$ cat config.mk
export PLATFORM = sky130hd
export DESIGN_NAME = array_list_engine_core
export DESIGN_NICKNAME = d
export VERILOG_FILES = /design/src/hdl/alist_pkg.sv /design/src/hdl/array_list_engine_core.sv
export SDC_FILE = /design/constraint.sdc
export NUM_CORES = 1
export LEC_CHECK = 0
export BUFFER_PORTS_ARGS = -buffer_cell sky130_fd_sc_hd__buf_2
export CORE_MARGIN = 10
export CORE_UTILIZATION = 38
export CTS_CLUSTER_DIAMETER = 100
export CTS_CLUSTER_SIZE = 20
export DETAILED_ROUTE_END_ITERATION = 7
export GPL_TIMING_DRIVEN = 1
export HOLD_SLACK_MARGIN = 0.06
export PLACE_DENSITY = 0.61
export SYNTH_ARGS = -nofsm -noshare
export SYNTH_HDL_FRONTEND = slang
export SYNTH_SLANG_ARGS = --single-unit
export TNS_END_PERCENT = 50
$ cat constraint.sdc
create_clock -name clk -period 9.9 [get_ports clk]
set_clock_uncertainty 0.15 [all_clocks]
set_input_delay 1.485 -clock clk [delete_from_list [all_inputs] [get_ports clk]]
set_output_delay 1.485 -clock clk [all_outputs]
set_load 0.02 [all_outputs]
$ cat src/hdl/alist_pkg.sv
// Shared constants for the array list engine: operation and status codes, field widths.
package alist_pkg;

  localparam int CAPACITY_DEF = 16;

  localparam int OP_W     = 2;
  localparam int POS_W    = 8;
  localparam int VALUE_W  = 32;
  localparam int STATUS_W = 2;
  localparam int IDX_W    = 5;
  localparam int CNT_W    = 5;

  localparam int IN_DATA_W  = 40;
  localparam int OUT_DATA_W = 16;

  localparam logic [OP_W-1:0] OP_INSERT = 2'd0;
  localparam logic [OP_W-1:0] OP_DELETE = 2'd1;
  localparam logic [OP_W-1:0] OP_FIND   = 2'd2;

  localparam logic [STATUS_W-1:0] ST_DONE  = 2'd0;
  localparam logic [STATUS_W-1:0] ST_FULL  = 2'd1;
  localparam logic [STATUS_W-1:0] ST_RANGE = 2'd2;

  localparam logic [IDX_W-1:0] FOUND_NONE = 5'h1F;

endpackage

$ cat src/hdl/array_list_engine_core.sv
// Array list engine: ordered list of signed words held in one synchronous memory.
// Refusals, the unused op and a delete of the last entry go to the result directly, an insert at
// the tail writes the value first; other inserts shift entries up, deletes shift down and a
// find compares from index 0 to a match or the end. One entry is moved or compared per cycle
// (read one address, write another); a new beat is taken in the cycle after the result is
// registered. rst_n is synchronous, active low, empties the list, keeps memory.
module array_list_engine_core #(
  parameter int CAPACITY = alist_pkg::CAPACITY_DEF
) (
  input  logic                              clk,
  input  logic                              rst_n,
  // input channel
  input  logic                              in_tvalid,
  output logic                              in_tready,
  // tdata: position [7:0], value [39:8]
  input  logic [alist_pkg::IN_DATA_W-1:0]   in_tdata,
  // tuser: op [1:0]
  input  logic [alist_pkg::OP_W-1:0]        in_tuser,
  // result channel
  output logic                              out_tvalid,
  input  logic                              out_tready,
  // tdata: status [1:0], found_index [6:2], entry_count [11:7], zero [15:12]
  output logic [alist_pkg::OUT_DATA_W-1:0]  out_tdata
);

  // Address width indexes the memory; the count width must also hold CAPACITY itself.
  localparam int AW = (CAPACITY > 1) ? $clog2(CAPACITY) : 1;
  localparam int CW = $clog2(CAPACITY + 1);
  // Wide enough to compare an 8-bit position with count+1 without overflow.
  localparam int XW = ((CW > alist_pkg::POS_W) ? CW : alist_pkg::POS_W) + 1;

  typedef enum logic [2:0] {
    S_IDLE,
    S_SHIFT_UP,
    S_PUT,
    S_SHIFT_DN,
    S_SCAN,
    S_DONE
  } state_t;

  // Entry store and its registered read port.
  logic [alist_pkg::VALUE_W-1:0] mem [CAPACITY];
  logic [alist_pkg::VALUE_W-1:0] rd_q_r;

  logic                          mem_we;
  logic [AW-1:0]                 mem_wa;
  logic [alist_pkg::VALUE_W-1:0] mem_wd;
  logic                          mem_re;
  logic [AW-1:0]                 mem_ra;

  state_t                         state_r, state_nxt;
  logic [CW-1:0]                  count_r, count_nxt;
  logic [AW-1:0]                  ptr_r, ptr_nxt;
  logic [AW-1:0]                  lo_r, lo_nxt;
  logic [alist_pkg::VALUE_W-1:0]  value_r, value_nxt;
  logic [alist_pkg::STATUS_W-1:0] res_status_r, res_status_nxt;
  logic [alist_pkg::IDX_W-1:0]    res_found_r, res_found_nxt;

  logic                           out_valid_r, out_valid_nxt;
  logic [alist_pkg::OUT_DATA_W-1:0] out_data_r, out_data_nxt;

  // Unpacked input beat.
  logic [alist_pkg::OP_W-1:0]    in_op;
  logic [alist_pkg::POS_W-1:0]   in_pos;
  logic [alist_pkg::VALUE_W-1:0] in_value;

  logic           in_fire;
  logic           out_free;
  logic [XW-1:0]  pos_x;
  logic [XW-1:0]  cnt_x;
  logic [XW-1:0]  pos_m1_x;
  logic [AW-1:0]  pos_lo;
  logic [AW+alist_pkg::IDX_W-1:0] ptr_ext;
  logic [CW+alist_pkg::CNT_W-1:0] cnt_ext;

  assign in_op    = in_tuser;
  assign in_pos   = in_tdata[alist_pkg::POS_W-1:0];
  assign in_value = in_tdata[alist_pkg::POS_W +: alist_pkg::VALUE_W];

  assign in_tready = (state_r == S_IDLE);
  assign in_fire   = in_tvalid && in_tready;
  assign out_free  = !out_valid_r || out_tready;

  assign out_tvalid = out_valid_r;
  assign out_tdata  = out_data_r;

  assign pos_x    = XW'(in_pos);
  assign cnt_x    = XW'(count_r);
  assign pos_m1_x = pos_x - XW'(1);
  // Only used once the position has been checked, so it always fits the address.
  assign pos_lo   = pos_m1_x[AW-1:0];

  // Output fields carry the low five bits of the index and of the count.
  assign ptr_ext = {{alist_pkg::IDX_W{1'b0}}, ptr_r};
  assign cnt_ext = {{alist_pkg::CNT_W{1'b0}}, count_r};

  always_comb begin
    state_nxt      = state_r;
    count_nxt      = count_r;
    ptr_nxt        = ptr_r;
    lo_nxt         = lo_r;
    value_nxt      = value_r;
    res_status_nxt = res_status_r;
    res_found_nxt  = res_found_r;
    out_valid_nxt  = out_valid_r && !out_tready;
    out_data_nxt   = out_data_r;
    mem_we         = 1'b0;
    mem_wa         = ptr_r;
    mem_wd         = rd_q_r;
    mem_re         = 1'b0;
    mem_ra         = ptr_r;

    unique case (state_r)
      S_IDLE: begin
        if (in_fire) begin
          res_status_nxt = alist_pkg::ST_DONE;
          res_found_nxt  = alist_pkg::FOUND_NONE;
          value_nxt      = in_value;
          lo_nxt         = pos_lo;
          state_nxt      = S_DONE;
          unique case (in_op)
            alist_pkg::OP_INSERT: begin
              if (count_r >= CW'(CAPACITY)) begin
                res_status_nxt = alist_pkg::ST_FULL;
              end else if (in_pos == '0 || pos_x > cnt_x + XW'(1)) begin
                res_status_nxt = alist_pkg::ST_RANGE;
              end else if (pos_m1_x == cnt_x) begin
                // Append at the tail: nothing to move.
                state_nxt = S_PUT;
              end else begin
                mem_re    = 1'b1;
                mem_ra    = AW'(count_r - CW'(1));
                ptr_nxt   = AW'(count_r);
                state_nxt = S_SHIFT_UP;
              end
            end
            alist_pkg::OP_DELETE: begin
              if (in_pos == '0 || pos_x > cnt_x) begin
                res_status_nxt = alist_pkg::ST_RANGE;
              end else if (pos_x == cnt_x) begin
                // Last entry: dropping it needs no move.
                count_nxt = count_r - CW'(1);
              end else begin
                mem_re    = 1'b1;
                mem_ra    = AW'(pos_lo + AW'(1));
                ptr_nxt   = pos_lo;
                state_nxt = S_SHIFT_DN;
              end
            end
            alist_pkg::OP_FIND: begin
              if (count_r != '0) begin
                mem_re    = 1'b1;
                mem_ra    = '0;
                ptr_nxt   = '0;
                state_nxt = S_SCAN;
              end
            end
            default: begin
              // Unused op: report the current count and no index.
            end
          endcase
        end
      end

      S_SHIFT_UP: begin
        // Entry ptr-1 has arrived; it moves to ptr.
        mem_we = 1'b1;
        mem_wa = ptr_r;
        mem_wd = rd_q_r;
        if (ptr_r - AW'(1) == lo_r) begin
          state_nxt = S_PUT;
        end else begin
          mem_re  = 1'b1;
          mem_ra  = ptr_r - AW'(2);
          ptr_nxt = ptr_r - AW'(1);
        end
      end

      S_PUT: begin
        mem_we    = 1'b1;
        mem_wa    = lo_r;
        mem_wd    = value_r;
        count_nxt = count_r + CW'(1);
        state_nxt = S_DONE;
      end

      S_SHIFT_DN: begin
        // Entry ptr+1 has arrived; it moves to ptr.
        mem_we = 1'b1;
        mem_wa = ptr_r;
        mem_wd = rd_q_r;
        if (CW'(ptr_r) + CW'(2) == count_r) begin
          count_nxt = count_r - CW'(1);
          state_nxt = S_DONE;
        end else begin
          mem_re  = 1'b1;
          mem_ra  = ptr_r + AW'(2);
          ptr_nxt = ptr_r + AW'(1);
        end
      end

      S_SCAN: begin
        if (rd_q_r == value_r) begin
          res_found_nxt = ptr_ext[alist_pkg::IDX_W-1:0];
          state_nxt     = S_DONE;
        end else if (CW'(ptr_r) + CW'(1) == count_r) begin
          state_nxt = S_DONE;
        end else begin
          mem_re  = 1'b1;
          mem_ra  = ptr_r + AW'(1);
          ptr_nxt = ptr_r + AW'(1);
        end
      end

      S_DONE: begin
        // Hand the result to the output register once it is free.
        if (out_free) begin
          out_valid_nxt = 1'b1;
          out_data_nxt  = {4'b0000, cnt_ext[alist_pkg::CNT_W-1:0], res_found_r, res_status_r};
          state_nxt     = S_IDLE;
        end
      end

      default: begin
        state_nxt = S_IDLE;
      end
    endcase
  end

  always_ff @(posedge clk) begin
    if (mem_we) begin
      mem[mem_wa] <= mem_wd;
    end
    if (mem_re) begin
      rd_q_r <= mem[mem_ra];
    end
  end

  always_ff @(posedge clk) begin
    if (!rst_n) begin
      state_r     <= S_IDLE;
      count_r     <= '0;
      out_valid_r <= 1'b0;
    end else begin
      state_r     <= state_nxt;
      count_r     <= count_nxt;
      out_valid_r <= out_valid_nxt;
    end
    ptr_r        <= ptr_nxt;
    lo_r         <= lo_nxt;
    value_r      <= value_nxt;
    res_status_r <= res_status_nxt;
    res_found_r  <= res_found_nxt;
    out_data_r   <= out_data_nxt;
  end

endmodule
== Word-level counts from Yosys, hierarchy flattened ==
Memory sizes are Yosys's and may differ from the RTL's. A register that Yosys moved wholly into a read port is not among the register bits.
Index checks and enable logic that the tools add are counted.

* Memories kept: 1
* Bits of input ports: 46
* Bits in registers: 68
* Logic and storage cells: 145
* Output and inout bits: 18
* Memory bits (writable): 512

{| class="wikitable"
|+ Memory list
! name !! depth !! bits a word !! read ports !! clocked after memory_dff !! write ports !! RTL line !! source
|-
| mem || 16 || 32 || 1 || 1 || 1 || array_list_engine_core.sv:42 || <nowiki>logic [alist_pkg::VALUE_W-1:0] mem [CAPACITY];</nowiki>
|}

* Eq/ne operators: 30
* $add $sub $neg: 11
* Multiplexer cells: 70
* $lt $le $gt $ge: 3
* Reduce and logical (&&, ||, !) cells: 21

{| class="wikitable"
|+ Operators by type and width
! kind !! count
|-
| 2-to-1 mux 4 bit || 20
|-
| 2-to-1 mux 5 bit || 7
|-
| == test 32 bit || 1
|-
| 2-to-1 mux 32 bit || 1
|-
| case mux 4 bit (4 select lines) || 2
|-
| 2-to-1 mux 3 bit || 10
|-
| case mux 4 bit (3 select lines) || 2
|-
| != test 3 bit (second input constant) || 6
|-
| case mux 3 bit (6 select lines) || 1
|-
| 2-to-1 mux 1 bit || 17
|-
| case mux 5 bit (3 select lines) || 1
|-
| != test 2 bit (second input constant) || 7
|-
| == test 5 bit || 2
|-
| case mux 5 bit (2 select lines) || 1
|-
| AND reduction 10 bit || 1
|-
| == test 9 x 5 -> 1 bit || 1
|-
| case mux 3 bit (3 select lines) || 1
|-
| subtractor 8 x 1 -> 9 bit (second input constant) || 1
|-
| adder 4 x 1 -> 4 bit (second input constant) || 2
|-
| == test 8 x 5 -> 1 bit || 1
|-
| greater-than comparator 8 x 5 -> 1 bit || 1
|-
| greater-than comparator 8 x 6 -> 1 bit || 1
|-
| zero test 8 bit || 1
|-
| 2-to-1 mux 2 bit || 4
|-
| 34 further kinds || 43
|}

== Logic depth before layout (Yosys ltp) ==
* Depth in word-level cells: 8
* Gate-level depth with buffers: 18
* Mapped depth without buffers: 15

== Worst setup path after synthesis ==
No wires, ideal clock.

* Path type: input to register
* From: input in_tdata[0] (netlist bit)
* To: register rd_q_r[1] (netlist bit), read port of mem, data pin
* Path slack: 4.998 ns
* Required time: 9.489 ns
* Library setup time: 0.261 ns
* Stages: 15
* Buffers on the path: 3
* Arrival: 4.491 ns
* Path through: buf_2 > inv_1 > ha_1 > nor4b_1 > a211o_1 > nor3_1 > o21ai_1 > o31a_1 > a221o_1 > buf_6 > buf_6 > and2_1 > a211oi_1 > a31oi_1 > a221o_1

* Longest elaborated chain between the ends: 8
* Elaborated cells on any way between the ends: 25
* Classes of those cells: 2 x add/sub; 2 x order compare; 2 x eq/ne; 16 x mux; 3 x reduce/logical

{| class="wikitable"
|+ RTL lines
! item !! RTL line !! source
|-
| start, declared || array_list_engine_core.sv:16 || <nowiki>input logic [alist_pkg::IN_DATA_W-1:0] in_tdata,</nowiki>
|-
| subtractor 8 x 1 -> 9 bit (*) || array_list_engine_core.sv:89 || <nowiki>assign pos_m1_x = pos_x - XW'(1);</nowiki>
|-
| via pos_m1_x[0] || array_list_engine_core.sv:71 || <nowiki>logic [XW-1:0] pos_m1_x;</nowiki>
|-
| branches (longest 7 deep; another with adder 4 x 1 -> 4 bit) || n/a ||
|-
| end, declared || array_list_engine_core.sv:43 || <nowiki>logic [alist_pkg::VALUE_W-1:0] rd_q_r;</nowiki>
|}

Mark *: on every way through the listed nets, which the timed path passes.
A chain may end at the register's enable or synchronous reset.

== Final worst setup path ==
* From: register count_r[2]
* To: register rd_q_r[27] (netlist bit), read port of mem, data pin

* Longest elaborated chain between the ends: 8
* Elaborated cells on any way between the ends: 36
* Classes of those cells: 2 x add/sub; 3 x order compare; 4 x eq/ne; 24 x mux; 3 x reduce/logical

{| class="wikitable"
|+ RTL lines
! item !! RTL line !! source
|-
| start, declared || array_list_engine_core.sv:52 || <nowiki>logic [CW-1:0] count_r, count_nxt;</nowiki>
|-
| start signal, assigned || array_list_engine_core.sv:246 || <nowiki>count_r <= count_nxt;</nowiki>
|-
| adder 5 x 1 -> 6 bit || array_list_engine_core.sv:125 || <nowiki>end else if (in_pos == '0 || pos_x > cnt_x + XW'(1)) begin</nowiki>
|-
| greater-than comparator 8 x 6 -> 1 bit || array_list_engine_core.sv:125 ||
|-
| logical OR 1 bit || array_list_engine_core.sv:125 ||
|-
| 2-to-1 mux 4 bit or 2-to-1 mux 1 bit (tied branches) || array_list_engine_core.sv:125 ||
|-
| 2-to-1 mux 4 bit or 2-to-1 mux 1 bit (tied branches) || array_list_engine_core.sv:123 || <nowiki>if (count_r >= CW'(CAPACITY)) begin</nowiki>
|-
| case mux 4 bit (3 select lines) or case mux 1 bit (3 select lines) (tied branches) || array_list_engine_core.sv:121 || <nowiki>unique case (in_op)</nowiki>
|-
| 2-to-1 mux 4 bit or 2-to-1 mux 1 bit (tied branches) || array_list_engine_core.sv:115 || <nowiki>if (in_fire) begin</nowiki>
|-
| case mux 4 bit (4 select lines) or case mux 1 bit (4 select lines) (tied branches) || array_list_engine_core.sv:113 || <nowiki>unique case (state_r)</nowiki>
|}

Several ways; a longest one is shown, not always the timed one.

==> impl_metrics.py <==
metrics = {
    "outcome": {
        "status": "finished, final reports clean",
    },
    "global_route": {
        "met3_usage_pct": 2.52,
        "grt_use_met1_pct": 22.6,
        "grt_pass1_vias": 14600,
        "grt_max_degree": 170,
        "antenna_found_initial": 1,
        "overflow": 0,
        "grt_use_total_pct": 15.9,
        "grt_pass1_wl_um": 94900,
        "busiest_layer": "met2",
        "grt_util_met2_pct": 25.2,
    },
    "timing": {
        "holdWs_ps": 278,
        "hold_viol": 0,
        "finalSetupViolations": 0,
        "finalMaxSlewViolations": 0,
        "rsz0062_at_grt": "false",
        "worstMarginPinSlew_ps": 1010,
        "fmax_ghz": 0.162,
        "period_share_pct": 62.3,
        "tns_ps": 0,
        "fin_crit_ps": 6170,
        "relSlewSlack_pct": 32.0,
    },
    "clock_network": {
        "cts_resized": 0,
        "insertion_delay_ps": 590,
        "clk_pin_slew_ps": 90,
        "root_buffer": "clkbuf_16",
        "postCtsSetupBuffers": 0,
        "clock-sinks": 612,
        "hold_buffers": 0,
        "cts_buffer_depth": 3,
        "htreeDepth": 2,
        "numCtsBuffers": 36,
        "cts_tree": "built",
    },
    "floorplan": {
        "core_sq_um": 68300,
        "dieArea_sq_um": 79500,
        "io_pins": 64,
        "fp.dieW_um": 282,
        "die_y_um": 282,
        "rows": 96,
        "start_util_pct": 38.2,
    },
    "place": {
        "port_buffers": 59,
        "dp_cells": 2649,
        "place_congestion": 0.868,
        "placed_cell_area_sq_um": 27400,
        "dp_hpwl_um": 33500,
    },
    "route": {
        "remaining_drc_errors": 0,
        "drt_wl_total_um": 64200,
        "drtAntennaViolNets": 0,
        "via_count": 15300,
        "vias_per_cell": 5.67,
        "wl_per_cell_um": 23.8,
        "drtIter0Drc": 1489,
        "drt-pass1-iter-count": 5,
    },
    "synth": {
        "synth_warnings": 0,
        "syn_inst": 1787,
        "syn_area_per_cell_sq_um": 14.6,
        "synth_edf_count": 603,
        "yosysTopAreaCellShare_pct": 69.4,
        "synth_cell_types": 69,
        "ys_seq_area_share_pct": 70.1,
        "yosys-top-cells-area": "edfxtp_1 (69%), nand2_1 (3.3%), a211oi_1 (2.9%)",
        "ys_ff_latch": 612,
        "async_flop_share_pct": 0,
        "synth_top_area_cell": "edfxtp_1",
        "synth_ff_type": "edfxtp_1",
        "netlist_area_sq_um": 26100,
    },
    "layout": {
        "syn_to_final_growth_pct": 8.71,
        "filler_cell_count": 6158,
        "diodes": 0,
        "fin_nets": 1874,
        "design_area_sq_um": 28400,
        "drive_above_1_share_pct": 12.9,
        "instances_no_fill": 2693,
        "layout_commonest_cell": "edfxtp_1",
        "final_core_util_pct": 41.5,
        "final_cell_mix": "edfxtp_1 (603), nand2_1 (225), a211oi_1 (101), mux2i_1 (72), a31oi_1 (71)",
    },
    "pwr": {
        "vdd_drop_max_uv": 459,
        "leakagePower_nw": 9.25,
        "switching_power_mw": 4.13,
        "intPower_mw": 6.14,
        "power_frac_clock_pct": 14.7,
        "seqPwrFrac_pct": 38.2,
        "p_comb_share_pct": 47.0,
        "pwr_density_cell_nw_per_um2": 362,
        "power.share.switching_pct": 40.2,
    },
    "setup_path": {
        "critPathArrivalTime_ps": 6360,
        "critical_path_required_ps": 10090,
        "crit_family": "compound AO/OA/AOI/OAI gates",
        "critPathKind": "flop to flop",
        "cpPeakStageDelay_ps": 780,
        "crit_path_top_delay_cell": "dfxtp_1",
        "startpoint_type": "flop",
        "cp_max_fo": 138,
        "cp.buffers_inverters": 3,
        "cp_cell_sequence": "inv_1 > nor3_1 > nand3_1 > ha_1 > a21o_1 > a211oi_1 > a21oi_1 > nor3_1 > o21ai_1 > o31a_1 > a221oi_4 > buf_12 > buf_12 > mux2i_1 > mux2_2 > o32ai_1 > a221o_1",
        "r2r_slack_ps": 3730,
        "end_kind": "flop",
    },
    "run": {
        "maxCapViolations": 0,
    },
    "hold_path": {
        "worstHoldPathType": "flop to flop",
    },
}
==> power groups by stage <==
stage	clock, mW	sequential, mW	combinational [mW]
after floorplan	0	3.89	3.61
after global placement	0	3.98	4.76
after detailed placement	0	3.99	4.85
after CTS	1.55	3.93	4.86
after global routing	1.64	3.96	5.28
final	1.51	3.93	4.83
==> routing by layer <==
| metal | wire length, um | vias up |
|---|---|---|
| met3 | 4270 | 83 |
| li1 | - | 6852 |
| met2 | 29700 | 523 |
| met1 | 29100 | 7819 |
| met5 | 0 | - |
| met4 | 1220 | 0 |
==> layout make-up <==
class	instances	area, sq um	area share, %
Timing Repair Buffer	91	573	2.02
Tap cell	882	1100	3.89
Sequential cell	612	18300	64.5
Clock inverter	3	48.8	0.172
Clock buffer	41	941	3.32
Inverter	26	97.6	0.344
Multi-Input combinational cell	1038	7320	25.8
==> worst register-to-register path, stage by stage, from the launching register on <==
cell,delay (ps)
dfxtp_1,780
inv_1,250
nor3_1,400
nand3_1,150
ha_1,340
a21o_1,190
a211oi_1,220
a21oi_1,140
nor3_1,220
o21ai_1,140
o31a_1,440
a221oi_4,360
buf_12,430
buf_12,820
mux2i_1,360
mux2_2,170
o32ai_1,80
a221o_1,290
==> state kept, by name (all words and copies together) (netlist names) <==
name	count
lo_r	4
state_r	3
out_tdata	12
out_tvalid	1
value_r	32
res_found_r	5
count_r	5
res_status_r	2
mem	512
rd_q_r	32
ptr_r	4
==> Yosys cell counts, drive strengths merged, types with 4 or more instances <==
master and n:
or3 5, inv 26, a211oi 102, nand3 6, edfxtp 603, and3 34
and2 105, a221o 34, a21boi 6, o211ai 5, o32ai 35, o21ai 24
a21oi 21, nand4 10, clkbuf 51, nor2 47, xnor2 53, nor2b 7
a22oi 5, dfxtp 9, nor4 6, nor3 14, a221oi 4, buf 63
ha 23, nand2 228, a31oi 71, mux2 66, nand2b 7, mux2i 72
xor2 9
==> path summary, 6_finish.rpt <==
check	start	end	depth (start not counted)
min	res_found_r[1]	out_tdata[3]	0
max	count_r[2]	rd_q_r[27]	17
min reg2reg	res_found_r[1]	out_tdata[3]	0
max reg2reg	count_r[2]	rd_q_r[27]	17
==> cells by family (layout without fill, tap and decap cells) <==
logic type / after synthesis / in the layout / synth area share [%]
XOR/XNOR: 64 / 64 / 2.25
AND/OR/NAND/NOR: 480 / 480 / 8.91
AO/OA/AOI/OAI: 329 / 329 / 9.40
other: 1 / 4 / 0.0144
adder cells (fa/ha/maj): 23 / 23 / 1.10
multiplexers: 138 / 138 / 5.61
flip-flops: 612 / 612 / 70.1
buffers and inverters: 140 / 161 / 2.62
==> per-stage QoR <==
stage,setup WS [ps],power [mW]
floorplan,5000,7.50
global placement,3740,8.74
detailed placement,3640,8.83
CTS,3830,10.3
global route,3430,10.9
finish,3730,10.3
Power figures use the tool's default switching activity.
